**config.mk**
```make
export PLATFORM = sky130hd
export DESIGN_NAME = rotary_dial_pulse_and_hook_decoder
export DESIGN_NICKNAME = d
export VERILOG_FILES = /design/src/rtl/rdp_pkg.sv /design/src/rtl/rotary_dial_pulse_and_hook_decoder.sv
export VERILOG_INCLUDE_DIRS = /design/src /design/src/rtl
export SDC_FILE = /design/constraint.sdc
export NUM_CORES = 1
export LEC_CHECK = 0
export BUFFER_PORTS_ARGS = -buffer_cell sky130_fd_sc_hd__buf_2
export CELL_PAD_IN_SITES_DETAIL_PLACEMENT = 1
export CELL_PAD_IN_SITES_GLOBAL_PLACEMENT = 1
export CORE_ASPECT_RATIO = 1.1
export CORE_MARGIN = 3
export CORE_UTILIZATION = 48
export CTS_CLUSTER_DIAMETER = 30
export DETAILED_ROUTE_END_ITERATION = 16
export GPL_ROUTABILITY_DRIVEN = 1
export MAX_ROUTING_LAYER = met4
export PLACE_DENSITY = 0.8
export RECOVER_POWER = 25
export SLEW_MARGIN = 20
export SYNTH_ARGS = -nofsm -noshare
export SYNTH_HDL_FRONTEND = slang
export SYNTH_SLANG_ARGS = --single-unit
export TNS_END_PERCENT = 20
```
**constraint.sdc**
```tcl
create_clock -name clk_i -period 6.4 [get_ports clk_i]
set_clock_uncertainty 0.2 [all_clocks]
set_input_delay 0.96 -clock clk_i [delete_from_list [all_inputs] [get_ports clk_i]]
set_output_delay 0.96 -clock clk_i [all_outputs]
set_load 0.03 [all_outputs]
```
**src/rtl/rotary_dial_pulse_and_hook_decoder_defines.svh**
```systemverilog
// Assertion macros shared by the dial decoder RTL.
`ifndef ROTARY_DIAL_PULSE_AND_HOOK_DECODER_DEFINES_SVH
`define ROTARY_DIAL_PULSE_AND_HOOK_DECODER_DEFINES_SVH

// Same-cycle implication, checked outside reset.
`define RDP_ASSERT_IMP(label, clk, rst_n, ante, cons) \
  label: assert property (@(posedge clk) disable iff (!rst_n) (ante) |-> (cons)) \
    else $error("dial decoder check failed");

// Next-cycle implication, checked outside reset.
`define RDP_ASSERT_NXT(label, clk, rst_n, ante, cons) \
  label: assert property (@(posedge clk) disable iff (!rst_n) (ante) |=> (cons)) \
    else $error("dial decoder check failed");

`endif

```
**src/rtl/rdp_pkg.sv**
```systemverilog
// Types and constants for the rotary dial pulse and hook decoder.
`default_nettype none

package rdp_pkg;

  localparam int unsigned CFG_IDX_W  = 3;
  localparam int unsigned CFG_DATA_W = 12;
  localparam int unsigned TALLY_W    = 4;

  localparam logic [TALLY_W-1:0] TALLY_MAX = 4'd15;
  localparam logic [TALLY_W-1:0] DIGIT_MAX = 4'd9;
  localparam logic [TALLY_W-1:0] DIGIT_TEN = 4'd10;

  localparam logic [9:0]  PULSE_DB_RST  = 10'd10;
  localparam logic [9:0]  HOOK_DB_RST   = 10'd50;
  localparam logic [11:0] FLASH_MIN_RST = 12'd100;
  localparam logic [11:0] FLASH_MAX_RST = 12'd800;
  localparam logic [11:0] DIGIT_GAP_RST = 12'd250;

  typedef enum logic [CFG_IDX_W-1:0] {
    REG_PULSE_DB  = 3'd0,
    REG_HOOK_DB   = 3'd1,
    REG_FLASH_MIN = 3'd2,
    REG_FLASH_MAX = 3'd3,
    REG_DIGIT_GAP = 3'd4
  } cfg_reg_e;

  // Packed lowest field last so the struct maps straight onto tdata bits.
  typedef struct packed {
    logic               line_off_hook;
    logic               flash_seen;
    logic               went_on_hook;
    logic               went_off_hook;
    logic               count_error;
    logic [TALLY_W-1:0] digit_value;
    logic               digit_valid;
  } result_t;

endpackage

`default_nettype wire

```
**src/rtl/rotary_dial_pulse_and_hook_decoder.sv**
```systemverilog
// Rotary dial pulse and hook switch decoder: one input beat per millisecond tick,
// one result beat per input beat. Each beat is decoded from the state registers into
// a result register, so a beat is taken every clock cycle as long as the result
// register is empty or being drained in the same cycle; the result is valid in the
// cycle after its beat is taken. Pulses are counted and a digit (or a count error)
// is issued once the configured gap has passed; hook changes are debounced and
// classified as off-hook, flash or hangup. The block starts on hook with the pulse
// and hook counters saturated and the press counter at zero. Registers are written
// by cfg_we_i / cfg_idx_i / cfg_wdata_i and should only change while idle.
`default_nettype none

`include "rotary_dial_pulse_and_hook_decoder_defines.svh"

module rotary_dial_pulse_and_hook_decoder
  import rdp_pkg::*;
#(
  parameter int unsigned TIME_BITS = 16
) (
  input  wire logic                  clk_i,
  input  wire logic                  rst_ni,
  // bit 0 pulse_edge, bit 1 hook_edge, bit 2 hook_level_low, bits 7:3 zero
  input  wire logic [7:0]            s_axis_tdata_i,
  input  wire logic                  s_axis_tvalid_i,
  output logic                       s_axis_tready_o,
  // bit 0 digit_valid, bits 4:1 digit_value, bit 5 count_error,
  // bit 6 went_off_hook, bit 7 went_on_hook, bit 8 flash_seen,
  // bit 9 line_off_hook, bits 15:10 zero
  output logic [15:0]                m_axis_tdata_o,
  output logic                       m_axis_tvalid_o,
  input  wire logic                  m_axis_tready_i,
  input  wire logic                  cfg_we_i,
  input  wire logic [CFG_IDX_W-1:0]  cfg_idx_i,
  input  wire logic [CFG_DATA_W-1:0] cfg_wdata_i
);

  localparam logic [TIME_BITS-1:0] TimeMax = '1;

  // configuration
  logic [9:0]  pulse_db_q, hook_db_q;
  logic [11:0] flash_min_q, flash_max_q, digit_gap_q;

  // decoder state
  logic [TALLY_W-1:0]   tally_q, tally_d;
  logic [TIME_BITS-1:0] since_pulse_q, since_pulse_d;
  logic [TIME_BITS-1:0] since_hook_q, since_hook_d;
  logic [TIME_BITS-1:0] press_q, press_d;
  logic                 hangup_pend_q, hangup_pend_d;
  logic                 handset_up_q, handset_up_d;

  // result register
  result_t res_q, res_d;
  logic    out_valid_q;

  logic                 accept;
  logic                 pulse_edge, hook_edge, level_low;
  logic [TIME_BITS-1:0] sp_inc, sh_inc, pe_inc;
  logic                 pulse_ok, hook_ok;
  logic [TIME_BITS-1:0] flash_min_ext, flash_max_ext;

  assign pulse_edge = s_axis_tdata_i[0];
  assign hook_edge  = s_axis_tdata_i[1];
  assign level_low  = s_axis_tdata_i[2];

  assign s_axis_tready_o = !out_valid_q || m_axis_tready_i;
  assign accept          = s_axis_tvalid_i && s_axis_tready_o;
  assign m_axis_tvalid_o = out_valid_q;
  assign m_axis_tdata_o  = {6'd0, res_q};

  always_ff @(posedge clk_i or negedge rst_ni) begin
    if (!rst_ni) begin
      pulse_db_q  <= PULSE_DB_RST;
      hook_db_q   <= HOOK_DB_RST;
      flash_min_q <= FLASH_MIN_RST;
      flash_max_q <= FLASH_MAX_RST;
      digit_gap_q <= DIGIT_GAP_RST;
    end else if (cfg_we_i) begin
      case (cfg_reg_e'(cfg_idx_i))
        REG_PULSE_DB:  pulse_db_q  <= cfg_wdata_i[9:0];
        REG_HOOK_DB:   hook_db_q   <= cfg_wdata_i[9:0];
        REG_FLASH_MIN: flash_min_q <= cfg_wdata_i;
        REG_FLASH_MAX: flash_max_q <= cfg_wdata_i;
        REG_DIGIT_GAP: digit_gap_q <= cfg_wdata_i;
        default: ;
      endcase
    end
  end

  assign flash_min_ext = TIME_BITS'(flash_min_q);
  assign flash_max_ext = TIME_BITS'(flash_max_q);

  always_comb begin
    // every elapsed counter advances first, saturating
    sp_inc = (since_pulse_q == TimeMax) ? TimeMax : since_pulse_q + 1'b1;
    sh_inc = (since_hook_q == TimeMax) ? TimeMax : since_hook_q + 1'b1;
    pe_inc = (press_q == TimeMax) ? TimeMax : press_q + 1'b1;

    tally_d       = tally_q;
    since_pulse_d = sp_inc;
    since_hook_d  = sh_inc;
    press_d       = pe_inc;
    hangup_pend_d = hangup_pend_q;
    handset_up_d  = handset_up_q;
    res_d         = '0;

    pulse_ok = pulse_edge && (sp_inc > TIME_BITS'(pulse_db_q));
    if (pulse_ok) begin
      if (tally_q != TALLY_MAX) begin
        tally_d = tally_q + 1'b1;
      end
      since_pulse_d = '0;
    end

    hook_ok = hook_edge && (sh_inc > TIME_BITS'(hook_db_q));
    if (hook_ok) begin
      since_hook_d = '0;
      if (!level_low && handset_up_q && !hangup_pend_q) begin
        hangup_pend_d = 1'b1;
        press_d       = '0;
      end else if (level_low && hangup_pend_q) begin
        hangup_pend_d    = 1'b0;
        res_d.flash_seen = (pe_inc >= flash_min_ext) && (pe_inc <= flash_max_ext);
      end else if (level_low && !handset_up_q) begin
        handset_up_d        = 1'b1;
        res_d.went_off_hook = 1'b1;
      end
    end

    // press held past the flash window: a real hangup
    if (hangup_pend_d && (press_d > flash_max_ext)) begin
      hangup_pend_d      = 1'b0;
      handset_up_d       = 1'b0;
      res_d.went_on_hook = 1'b1;
    end

    if ((tally_d != '0) && (since_pulse_d > TIME_BITS'(digit_gap_q))) begin
      if (tally_d <= DIGIT_MAX) begin
        res_d.digit_valid = 1'b1;
        res_d.digit_value = tally_d;
      end else if (tally_d == DIGIT_TEN) begin
        res_d.digit_valid = 1'b1;
      end else begin
        res_d.count_error = 1'b1;
      end
      tally_d = '0;
    end

    res_d.line_off_hook = handset_up_d;
  end

  always_ff @(posedge clk_i or negedge rst_ni) begin
    if (!rst_ni) begin
      tally_q       <= '0;
      since_pulse_q <= TimeMax;
      since_hook_q  <= TimeMax;
      press_q       <= '0;
      hangup_pend_q <= 1'b0;
      handset_up_q  <= 1'b0;
      out_valid_q   <= 1'b0;
    end else begin
      if (accept) begin
        tally_q       <= tally_d;
        since_pulse_q <= since_pulse_d;
        since_hook_q  <= since_hook_d;
        press_q       <= press_d;
        hangup_pend_q <= hangup_pend_d;
        handset_up_q  <= handset_up_d;
        out_valid_q   <= 1'b1;
      end else if (m_axis_tready_i) begin
        out_valid_q   <= 1'b0;
      end
    end
  end

  always_ff @(posedge clk_i) begin
    if (accept) begin
      res_q <= res_d;
    end
  end

  `RDP_ASSERT_IMP(a_pend_needs_up, clk_i, rst_ni, hangup_pend_q, handset_up_q)
  `RDP_ASSERT_IMP(a_digit_or_error, clk_i, rst_ni, out_valid_q,
                  !(res_q.digit_valid && res_q.count_error) && (res_q.digit_value <= DIGIT_MAX))
  `RDP_ASSERT_IMP(a_hook_events, clk_i, rst_ni, out_valid_q,
                  (!res_q.went_off_hook || res_q.line_off_hook) &&
                  (!res_q.went_on_hook || !res_q.line_off_hook))
  `RDP_ASSERT_IMP(a_line_state, clk_i, rst_ni, out_valid_q, res_q.line_off_hook == handset_up_q)
  `RDP_ASSERT_NXT(a_beat_lands, clk_i, rst_ni, accept, out_valid_q)

endmodule

`default_nettype wire

```
After elaboration in Yosys (flattened, before gate mapping)
Index checks and enable logic that the tools add are counted.

Register bits after elaboration: 121. Output and inout port bits: 18. Word-level logic and storage cells: 95.

Add/sub/neg operators: 4. Magnitude comparators: 7. Equal/unequal tests: 9. Multiplexer cells: 26. Bitwise operators: 3. Reductions and logical operators: 27.

Operator list (number): $mux 16 (7); $add 16x1->16 const B (3); $eq 16x16->1 const B (3); $gt 16x10->1 (2); $gt 16x12->1 (2); $ge 16x12->1 (1); $le 16x12->1 (1); $mux 1 (16); $mux 4 (3); $reduce_and 2->1 (6); $logic_and 1x1->1 (10); $eq 3x2->1 const B (2); $reduce_or 3->1 (2); $add 4x1->4 const B (1); $eq 4x4->1 const B (1); $le 4x4->1 const B (1); $logic_not 1->1 (4); $ne 4x4->1 const B (1); $reduce_bool 4->1 (1); $eq 3x1->1 const B (1); $eq 3x3->1 const B (1); $logic_not 3->1 (1); $not 1->1 (3); $reduce_bool 2->1 (1); 2 further kinds (2).

Depth between registers and ports, before layout
Gate-level depths: netlist of run 1.

Word-level depth: 9. Gate-level depth with buffers: 23. Mapped depth without buffers: 22.

Least setup slack after synthesis of run 1
No wires, ideal clock.

Path type: register to register. Start point: register since_pulse_q[0]. End point: register res_q (netlist bit m_axis_tdata_o[0]) (data pin). Setup time: 0.255 ns. Data arrival time: 4.507 ns. Slack: 1.438 ns. Stages on the path, launching flop included: 24. Clock period less this slack: 4.962 ns. Path through: dfstp_2 > ha_1 > nand4_2 > nor4_2 > nand2b_1 > clkbuf_1 > nand2_1 > ha_1 > and3_1 > nand3_1 > o22ai_1 > o21bai_1 > a31oi_4 > buf_2 > a21oi_1 > ha_1 > a21oi_1 > nor2b_1 > o21ai_0 > nand2b_1 > nor4_1 > o32a_1 > a21oi_1 > and2_1.

Elaborated cells between the ends (all ways): 14. Those cells by class: add/sub (1); order compare (3); eq/ne (2); mux (5); reduce/logical (3).

RTL lines: start, declared (line rotary_dial_pulse_and_hook_decoder.sv:44) `logic [TIME_BITS-1:0] since_pulse_q, since_pulse_d;`; start signal, assigned (line rotary_dial_pulse_and_hook_decoder.sv:153) `since_pulse_q <= TimeMax;`; start signal, assigned (line rotary_dial_pulse_and_hook_decoder.sv:162) `since_pulse_q <= since_pulse_d;`; $add 16x1->16 / $eq 16x16->1 (equally long branches) (line rotary_dial_pulse_and_hook_decoder.sv:93) `sp_inc = (since_pulse_q == TimeMax) ? TimeMax : since_pulse_q + 1'b1;`; $mux 16 (*) (line rotary_dial_pulse_and_hook_decoder.sv:93); $gt 16x10->1 (line rotary_dial_pulse_and_hook_decoder.sv:105) `pulse_ok = pulse_edge && (sp_inc > TIME_BITS'(pulse_db_q));`; $logic_and 1x1->1 (line rotary_dial_pulse_and_hook_decoder.sv:105); $mux 16 (*) (line rotary_dial_pulse_and_hook_decoder.sv:106) `if (pulse_ok) begin`; via since_pulse_d[9] (line rotary_dial_pulse_and_hook_decoder.sv:44); $gt 16x12->1 (*) (line rotary_dial_pulse_and_hook_decoder.sv:135) `if ((tally_d != '0) && (since_pulse_d > TIME_BITS'(digit_gap_q))) begin`; $logic_and 1x1->1 (*) (line rotary_dial_pulse_and_hook_decoder.sv:135); end signal, assigned (line rotary_dial_pulse_and_hook_decoder.sv:176) `res_q <= res_d;`; end, declared (line rotary_dial_pulse_and_hook_decoder.sv:51) `result_t res_q, res_d;`.

Mark *: on every way through the listed nets, which the timed path passes. The rest lies on a longest branch. A chain may end at the register's enable or synchronous reset.

Worst setup path in the final report of run 1
Ends and elaborated chain as after synthesis.

==> results of run 1 <==
[power groups by stage]
stage	sequential, mW	combinational [mW]	clock [mW]
finish	1.14	1.37	0.970
global route	1.17	1.54	1.02
CTS	1.14	1.37	0.979
detailed placement	1.15	1.32	0
global placement	1.13	1.22	0
floorplan	1.09	1.00	0
[placed cells by master (no fill, tap or decap), drive strengths merged, types with 3 or more instances in the layout]
cell type,n
a211o,3
a211oi,3
a21o,15
a21oi,57
a31o,3
a31oi,17
and2,9
and3,17
buf,41
bufinv,3
clkbuf,22
clkinv,5
clkinvlp,6
conb,6
dfrtp,62
dfstp,49
edfxtp,10
ha,72
inv,65
mux2,34
mux2i,5
nand2,125
nand2b,13
nand3,28
nand4,19
nor2,45
nor2b,7
nor3,13
nor3b,4
nor4,9
o211ai,4
o21a,10
o21ai,72
o22a,4
o22ai,4
o31ai,8
xnor2,13
xor2,13
[worst paths after layout]
path	cells past startpoint	endpoint	slack, ns
hold reg to reg	1	flash_max_q[3]$_DFFE_PN0P_	0.31
max in group asynchronous	2	digit_gap_q[10]$_DFFE_PN0P_	2.77
setup / recovery	20	m_axis_tdata_o[0]$_SDFFCE_PN0P_	0.26
hold / removal	1	flash_max_q[3]$_DFFE_PN0P_	0.31
setup reg to reg	20	m_axis_tdata_o[0]$_SDFFCE_PN0P_	0.26
min in group asynchronous	1	hangup_pend_q$_DFFE_PN0P_	1.23
[worst register-to-register path, stage by stage (launching register included)]
cell and delay (ns):
dfstp_2 0.58, ha_1 0.28, nand4_2 0.24, or4_1 0.72, o21ai_0 0.24, ha_1 0.34
and3_1 0.21, nand2b_1 0.07, a31oi_1 0.11, o21bai_1 0.48, a31oi_4 0.32, a21oi_1 0.26
ha_1 0.29, a21oi_1 0.19, nor2b_1 0.07, o21ai_0 0.22, nand2b_1 0.11, nor4_1 0.29
o32a_1 0.37, a21oi_1 0.15, and2_1 0.17
[sequential cells by signal (all words and copies together), names as in the netlist]
name,flops
digit_gap_q,12
hangup_pend_q,1
handset_up_q,1
pulse_db_q,10
m_axis_tvalid_o,1
press_q,16
flash_max_q,12
hook_db_q,10
tally_q,4
flash_min_q,12
m_axis_tdata_o,10
since_hook_q,16
since_pulse_q,16
[routing by layer]
layer	vias up	global-route usage (%)	wire [um]
met3	38	4.02	848
met4	0	8.18	414
met5	-	-	0
met2	147	42.4	11000
met1	3348	31.7	9410
li1	3132	-	-
[kinds of logic after synthesis]
kind of cell / Yosys count / share of synthesized area, %
AOI/OAI and AO/OA: 211 / 16.7
xor gates and xnor gates: 26 / 2.86
adders and majority gates: 72 / 11.3
buffers and inverters: 108 / 5.51
DFF: 121 / 39.4
muxes: 39 / 5.43
other: 1 / 0.0470
and+or+nand+nor: 298 / 18.8
[area by class of cell]
class	count	area share, %
clock buffers	18	4.83
clock inverters	14	1.76
inverters	65	2.75
multi-input cells	652	49.8
flip-flops and latches	121	35.3
well taps	200	2.82
repair buffers	45	2.73
==> flow_metrics.tcl, run 1 <==
set metrics [dict create \
    outcome "finished with violations" \
    violations "max-capacitance violations, max-slew violations" \
    die_x_um 129 \
    grt_pass1_wl_mm 36.1 \
    layout-drive-gt1-share_pct 19.9 \
    synth_top_cell_by_area "dfrtp_1" \
    place_area_um2 8310 \
    cpPeakStageDelay_ns 0.72 \
    synth_common_cells "nand2_1 (125), ha_1 (72), o21ai_0 (72), inv_1 (64), dfrtp_1 (62)" \
    ys_async_sr_fraction_pct 91.7 \
    slew-limit-headroom_pct -85.9 \
    hold_path_class "reg -> reg" \
    postLayoutCellArea_um2 8880 \
    syn-cell-area_um2 7970 \
    wl_per_cell_um 19.4 \
    via_count 6665 \
    synthFlopType "dfrtp_1" \
    worstReg2RegStart "since_pulse_q[0]$_DFFE_PN1P_" \
    yosysMostFrequentCell "nand2_1" \
    dp_hpwl_mm 15.4 \
    areaGrowthSynthToFinish_pct 11.4 \
    critical_path.cell_chain "ha_1 -> nand4_2 -> or4_1 -> o21ai_0 -> ha_1 -> and3_1 -> nand2b_1 -> a31oi_1 -> o21bai_1 -> a31oi_4 -> a21oi_1 -> ha_1 -> a21oi_1 -> nor2b_1 -> o21ai_0 -> nand2b_1 -> nor4_1 -> o32a_1 -> a21oi_1 -> and2_1" \
    drt_pass1_iterations 5 \
    grt_max_degree 64 \
    cp_max_fo 16 \
    post-cts-setup-buffers 0 \
    rows 48 \
    numCtsBuffers 17 \
    setup_viol 0 \
    vias_per_cell 5.98 \
    yosys_warnings 0 \
    hold_viol_final 0 \
    cts_max_level 4 \
    path_buf_inv 0 \
    root_buffer "clkbuf_16" \
    nFillCells 1875 \
    max_freq_mhz 163 \
    cts_buffer_depth 2 \
    place_inst 1083 \
    layout_worst_path_cycle_share_pct 96.0 \
    startpoint_type "flip-flop" \
    stdcell_count 1115 \
    fin_tns_setup_ns 0 \
    hold_slack_ns 0.309 \
    crit_slowest_cell "or4_1" \
    seqPwrFrac_pct 32.8 \
    diodes 0 \
    clock-sinks 121 \
    multi_input_area_um2 4420 \
    critical_path_required_ns 6.38 \
    ys_seq_area_share_pct 39.4 \
    track_usage_pct 25.4 \
    setup_ws_ns 0.256 \
    seq_area_um2 3140 \
    dp_slack_ns 0.523 \
    cts_hold_buffers 0 \
    cp-end-kind "flip-flop" \
    coreArea_um2 16000 \
    ys_seq_elements 121 \
    cts_tree "built" \
    critPathTopFamily "compound AO/OA/AOI/OAI gates" \
    synth_cells 876 \
    synth_edf_count 10 \
    clkPwrFrac_pct 27.8 \
    max-cap-violations 1 \
    dieArea_um2 18200 \
    drc 0 \
    start_util_pct 49.9 \
    post-route-util_pct 55.6 \
    maxSlewViolCount 50 \
    antenna_found_initial 0 \
    swShare_pct 37.6 \
    drt_wl_total_mm 21.6 \
    post_cts_resized 0 \
    p_switching_mw 1.31 \
    finalPower_mw 3.48 \
    tightest_slew_ns 2.79 \
    clkTransAtPathRegs_ns 0.06 \
    first_iter_violations 335 \
    io_buffer_count 34 \
    yosysTopAreaCellShare_pct 19.5 \
    ant_nets 0 \
    path_class "reg -> reg" \
    hp-start "flash_max_q[3]$_DFFE_PN0P_" \
    die_y_um 141 \
    arrival_ns 6.12 \
    finalCriticalPeriod_ns 6.14 \
    synth_area_leaders "dfrtp_1 (19%), dfstp_2 (16%), ha_1 (11%)" \
    boundaryPins 46 \
    nets 1002 \
    avgSynthCellArea_um2 9.10 \
    peakVddDrop_mv 0.216 \
    p_int_mw 2.17 \
    gp_congestion 0.857 \
    crit_start "since_pulse_q[0]$_DFFE_PN1P_" \
    combPwrFrac_pct 39.3 \
    clk_latency_ns 0.43 \
    powerDensity_nw_per_um2 392 \
    leakage_nw 3.94 \
    gr-total-overflow 0 \
    grt_pass1_vias 7041 \
    ys_types 66 \
    rsz0062_at_grt "false" \
]
Note: power is estimated with default switching activity, not from simulation.
==> inputs of run 2 (changes only) <==
PLACE_DENSITY = not set   (was 0.8)
PLACE_DENSITY_LB_ADDON = 0.1   (was not set)
==> flow_metrics.tcl, run 2 (synthesis gave the netlist of run 1 again) <==
set metrics [dict create \
    coreArea_um2 16000 \
    cpPeakStageDelay_ns 0.72 \
    grt_pass1_wl_mm 35.7 \
    dp_hpwl_mm 15.4 \
    outcome "finished with violations" \
    finalCriticalPeriod_ns 5.95 \
    areaGrowthSynthToFinish_pct 11.8 \
    cts_max_level 4 \
    root_buffer "clkbuf_16" \
    start_util_pct 49.9 \
    gr-total-overflow 0 \
    hold_viol_final 0 \
    clock-sinks 121 \
    antenna_found_initial 0 \
    setup_ws_ns 0.453 \
    grt_pass1_vias 7058 \
    cp-end-kind "flip-flop" \
    drt_pass1_iterations 5 \
    startpoint_type "flip-flop" \
    rsz0062_at_grt "false" \
    violations "max-capacitance violations, max-slew violations" \
    diodes 0 \
    largestRegisters "press_q: 16 flops, since_hook_q: 16 flops, since_pulse_q: 16 flops" \
    place_area_um2 8300 \
    post_cts_resized 0 \
    post-cts-setup-buffers 0 \
    dp_slack_ns 0.626 \
    path_class "reg -> reg" \
    fin_tns_setup_ns 0 \
    boundaryPins 46 \
    arrival_ns 5.93 \
    hold_slack_ns 0.303 \
    nets 1000 \
    grt_max_degree 72 \
    max-cap-violations 2 \
    peakVddDrop_mv 0.215 \
    die_x_um 129 \
    final_common_cell "nand2_1" \
    cp_max_fo 15 \
    vias_per_cell 5.92 \
    via_count 6587 \
    cts_buffer_depth 2 \
    hold_path_class "reg -> reg" \
    slew-limit-headroom_pct -59.2 \
    gp_congestion 0.861 \
    maxSlewViolCount 66 \
    setup_viol 0 \
    clkTransAtPathRegs_ns 0.06 \
    nFillCells 1847 \
    powerDensity_nw_per_um2 396 \
    critical_path_required_ns 6.38 \
    leakage_nw 3.98 \
    layout-drive-gt1-share_pct 20.2 \
    numCtsBuffers 17 \
    ant_nets 0 \
    track_usage_pct 25.3 \
    critical_path.cell_chain "ha_1 -> nand4_2 -> or4_1 -> o21ai_0 -> ha_1 -> and3_1 -> nand2b_1 -> a31oi_1 -> o21bai_1 -> a31oi_4 -> a21oi_1 -> ha_1 -> a21oi_1 -> nor2b_1 -> o21ai_0 -> nand2b_1 -> nor4_1 -> o32a_1 -> a21oi_1 -> and2_1" \
    wl_per_cell_um 19.2 \
    layout_worst_path_cycle_share_pct 92.9 \
    die_y_um 141 \
    dieArea_um2 18200 \
    first_iter_violations 276 \
    clk_latency_ns 0.42 \
    io_buffer_count 34 \
    drt_wl_total_mm 21.3 \
    tightest_slew_ns 2.39 \
    cts_hold_buffers 0 \
    drc 0 \
    layout_common_cells "nand2_1 (125), o21ai_0 (72), ha_1 (72), inv_1 (64), dfrtp_1 (62)" \
    rows 48 \
    cts_tree "built" \
    postLayoutCellArea_um2 8920 \
    crit_slowest_cell "or4_1" \
    max_freq_mhz 168 \
]
==> run 2: metrics by stage <==
| step | utilization, % | cells | total power [mW] |
|---|---|---|---|
| 2_1_floorplan | - | 881 | 2.10 |
| 3_3_place_gp | 51.9 | 1081 | 2.36 |
| 3_5_place_dp | 51.9 | 1081 | 2.47 |
| 4_1_cts | 55.9 | 1113 | 3.55 |
| 5_1_grt | 55.8 | 1113 | 3.78 |
| 6_report | 55.8 | 1113 | 3.53 |
==> run 2: final timing paths <==
kind,start,endpoint,slack [ns],cells after the start
worst max-delay path,since_pulse_q[0]$_DFFE_PN1P_,m_axis_tdata_o[0]$_SDFFCE_PN0P_,0.45,20
worst min-delay path,flash_max_q[2]$_DFFE_PN0P_,flash_max_q[2]$_DFFE_PN0P_,0.30,1
worst max register to register,since_pulse_q[0]$_DFFE_PN1P_,m_axis_tdata_o[0]$_SDFFCE_PN0P_,0.45,20
worst min register to register,flash_max_q[2]$_DFFE_PN0P_,flash_max_q[2]$_DFFE_PN0P_,0.30,1
max in group asynchronous,rst_ni,pulse_db_q[0]$_DFFE_PN0P_,2.99,2
min in group asynchronous,rst_ni,tally_q[1]$_DFFE_PN0P_,1.07,1
==> run 2: layout make-up <==
type	count	area, um^2	area share [%]
Multi-Input combinational cell	652	4420	49.6
Inverter	65	244	2.74
Clock inverter	12	135	1.52
Clock buffer	20	500	5.61
Tap cell	200	250	2.81
Sequential cell	121	3140	35.2
Timing Repair Buffer	43	228	2.55
==> run 2: critical path, delay by kind of cell (launching register included) <==
family	cells	cell delay, ns
simple gates	8	1.86
fa+ha+maj	3	0.88
compound gates	9	2.16
flops	1	0.58
==> run 2: report_power, final <==
part	switching, mW	internal [mW]
Sequential	0.156	0.983
Combinational	0.783	0.589
Clock	0.378	0.645
Total	1.32	2.22
==> run 2: layer usage <==
layer,up-vias,GRT usage [%],routed length [um]
met1,3339,31.6,9780
met5,-,-,0
met3,33,4.02,492
met4,0,7.02,342
met2,89,42.7,10700
li1,3126,-,-
==> inputs of run 3 (changes only) <==
ABC_AREA = 1   (was not set)
CORE_UTILIZATION = 46   (was 48)
RECOVER_POWER = not set   (was 25)
==> flow_metrics.tcl, run 3 <==
set metrics [dict create \
    outcome "finished, final reports clean" \
    peakVddDrop_mv 0.200 \
    max-cap-violations 0 \
    powerDensity_nw_per_um2 375 \
    post-cts-setup-buffers 0 \
    yosys_warnings 0 \
    synthXorXnorAreaFrac_pct 1.94 \
    synth-compound-area-share_pct 12.3 \
    tightest_slew_ns 0.903 \
    start_util_pct 47.3 \
    muxShareOfSynthArea_pct 0 \
    ant_nets 0 \
    cp_max_fo 11 \
    largestRegisters "press_q: 16 flops, since_hook_q: 16 flops, since_pulse_q: 16 flops" \
    clock-sinks 121 \
    slew-limit-headroom_pct 39.6 \
    met1_usage_pct 30.4 \
    setup_viol 0 \
    layout_common_cells "nand2_1 (265), inv_1 (174), o21ai_0 (107), nor2_1 (76), ha_1 (72)" \
    wl_per_cell_um 16.1 \
    numCtsBuffers 17 \
    clk_latency_ns 0.42 \
    ys_async_sr_fraction_pct 91.7 \
    ys_seq_area_share_pct 38.6 \
    layout_worst_path_cycle_share_pct 86.6 \
    cts_max_level 4 \
    dp_hpwl_mm 16.2 \
    root_buffer "clkbuf_16" \
    dieArea_um2 19300 \
    ys_types 49 \
    maxSlewViolCount 0 \
    fin_tns_setup_ns 0 \
    diodes 0 \
    cts_buffer_depth 2 \
    coreArea_um2 17200 \
    yosysMostFrequentCell "nand2_1" \
    grt_util_met2_pct 41.9 \
    yosysTopAreaCellShare_pct 19.1 \
    drt_pass1_iterations 4 \
    max_freq_mhz 180 \
    synth_top_family_by_area "simple AND/OR/NAND/NOR gates" \
    nFillCells 2186 \
    rsz0062_at_grt "false" \
    startpoint_type "flip-flop" \
    die_x_um 133 \
    final_common_cell "nand2_1" \
    die_y_um 145 \
    layout-drive-gt1-share_pct 14.6 \
    track_usage_pct 24.5 \
    finalCriticalPeriod_ns 5.54 \
    hold_viol_final 0 \
    nets 1210 \
    rows 50 \
    cts_tree "built" \
    antenna_found_initial 0 \
    gp_congestion 0.853 \
    synthFlopType "dfrtp_1" \
    drc 0 \
    syn-cell-area_um2 8130 \
    dp_slack_ns 1.07 \
    ys_seq_elements 121 \
    yosys.area_share.adder_pct 11.1 \
    grt_max_degree 64 \
    clkTransAtPathRegs_ns 0.05 \
    boundaryPins 46 \
    post_cts_resized 0 \
    grt_pass1_vias 7546 \
    synth_top_cell_by_area "dfrtp_1" \
    cts_hold_buffers 0 \
    busiest_layer "met2" \
    avgSynthCellArea_um2 7.54 \
    vias_per_cell 5.17 \
    areaGrowthSynthToFinish_pct 12.0 \
    arrival_ns 5.51 \
    synth_edf_count 10 \
    yosys.area_share.simple_pct 26.0 \
    leakage_nw 4.60 \
    setup_ws_ns 0.858 \
    via_count 7018 \
    hold_path_class "reg -> reg" \
    first_iter_violations 254 \
    critical_path_required_ns 6.37 \
    io_buffer_count 34 \
    gr-total-overflow 0 \
    synth_common_cells "nand2_1 (265), inv_1 (174), o21ai_0 (107), nor2_1 (76), ha_1 (72)" \
    met3_usage_pct 3.84 \
    synth_area_leaders "dfrtp_1 (19%), dfstp_2 (16%), nand2_1 (12%)" \
    path_class "reg -> reg" \
    cp-end-kind "flip-flop" \
    synth_cells 1079 \
    drt_wl_total_mm 21.8 \
    grt_pass1_wl_mm 37.5 \
]
-- run 3: cell types whose count changed after synthesis, sizes merged, moves of 10 or more --
cell	change
a31oi	-16
nand2	+153
a21o	-12
o21ai	+47
inv	+115
clkbuf	-12
nor2	+43
nand2b	-13
nand3	+30
a21oi	-10
and3	-17
xnor2	-10
mux2	-34
-- run 3: metrics by stage --
stage | power (mW) | utilization, % | instance area (um^2) | hold WS (ns) | cells
floorplan | 2.06 | - | 8150 | 0.253 | 1084
CTS | 3.45 | 52.9 | 9110 | 0.287 | 1357
global route | 3.71 | 52.9 | 9110 | 0.310 | 1357
detailed placement | 2.42 | 49.4 | 8500 | 0.273 | 1325
global placement | 2.36 | 49.4 | 8500 | 0.266 | 1325
finish | 3.41 | 52.9 | 9110 | 0.284 | 1357
-- run 3: layout make-up --
cell class / count / area (um^2) / share of cell area, %
Multi-Input combinational cell: 754 / 4200 / 46.1
Clock inverter: 10 / 115 / 1.26
Timing Repair Buffer: 37 / 195 / 2.14
Inverter: 179 / 674 / 7.40
Tap cell: 234 / 293 / 3.21
Clock buffer: 22 / 495 / 5.44
Sequential cell: 121 / 3140 / 34.5
-- run 3: worst max-delay path: stages, from the launching register on --
cell and delay (ns):
dfstp_2 0.56, ha_1 0.21, nand2_1 0.10, nor2_2 0.15
inv_2 0.07, nor2_4 0.10, nand4_1 0.44, nand2_1 0.22
ha_1 0.17, nand2_1 0.06, inv_1 0.06, nand2_1 0.05
nor2_1 0.08, nand3_1 0.07, nand2_1 0.16, nand4_4 0.16
nand2_4 0.18, inv_2 0.13, a21oi_1 0.29, ha_1 0.33
a21oi_1 0.17, o21ai_0 0.15, a41o_1 0.26, nand2_1 0.07
nand2_1 0.04, o21ai_0 0.23, nand2_1 0.34, nor3b_2 0.25
-- run 3: path summary, 6_finish.rpt --
kind / from / end / slack, ns / depth (start not counted)
worst max-delay path: since_pulse_q[1]$_DFFE_PN1P_ / m_axis_tdata_o[5]$_SDFFCE_PP0P_ / 0.86 / 27
worst max register to register: since_pulse_q[1]$_DFFE_PN1P_ / m_axis_tdata_o[5]$_SDFFCE_PP0P_ / 0.86 / 27
worst min-delay path: flash_max_q[7]$_DFFE_PN0P_ / flash_max_q[7]$_DFFE_PN0P_ / 0.28 / 2
max in group asynchronous: rst_ni / tally_q[0]$_DFFE_PN0P_ / 4.36 / 2
min in group asynchronous: rst_ni / flash_min_q[4]$_DFFE_PN0P_ / 0.41 / 1
worst min register to register: flash_max_q[7]$_DFFE_PN0P_ / flash_max_q[7]$_DFFE_PN0P_ / 0.28 / 2
-- run 3: report_power, final --
group,internal (mW),switching (mW)
Sequential,0.989,0.130
Clock,0.625,0.363
Combinational,0.461,0.846
Total,2.08,1.34
-- run 3: kinds of logic (layout without fill, tap and decap cells) --
kind of cell	Yosys count	in the layout
fa+ha+maj	72	72
xor+xnor	18	18
flops	121	121
other cells	1	6
buf+inv	209	248
simple gates	470	470
compound gates	188	188
-- run 3: metal layers --
layer  share of wire (%)  wire length, um
met5                   0                0
met1                  45             9820
met3                 2.1              461
met2                  51            11100
met4                 1.8              388
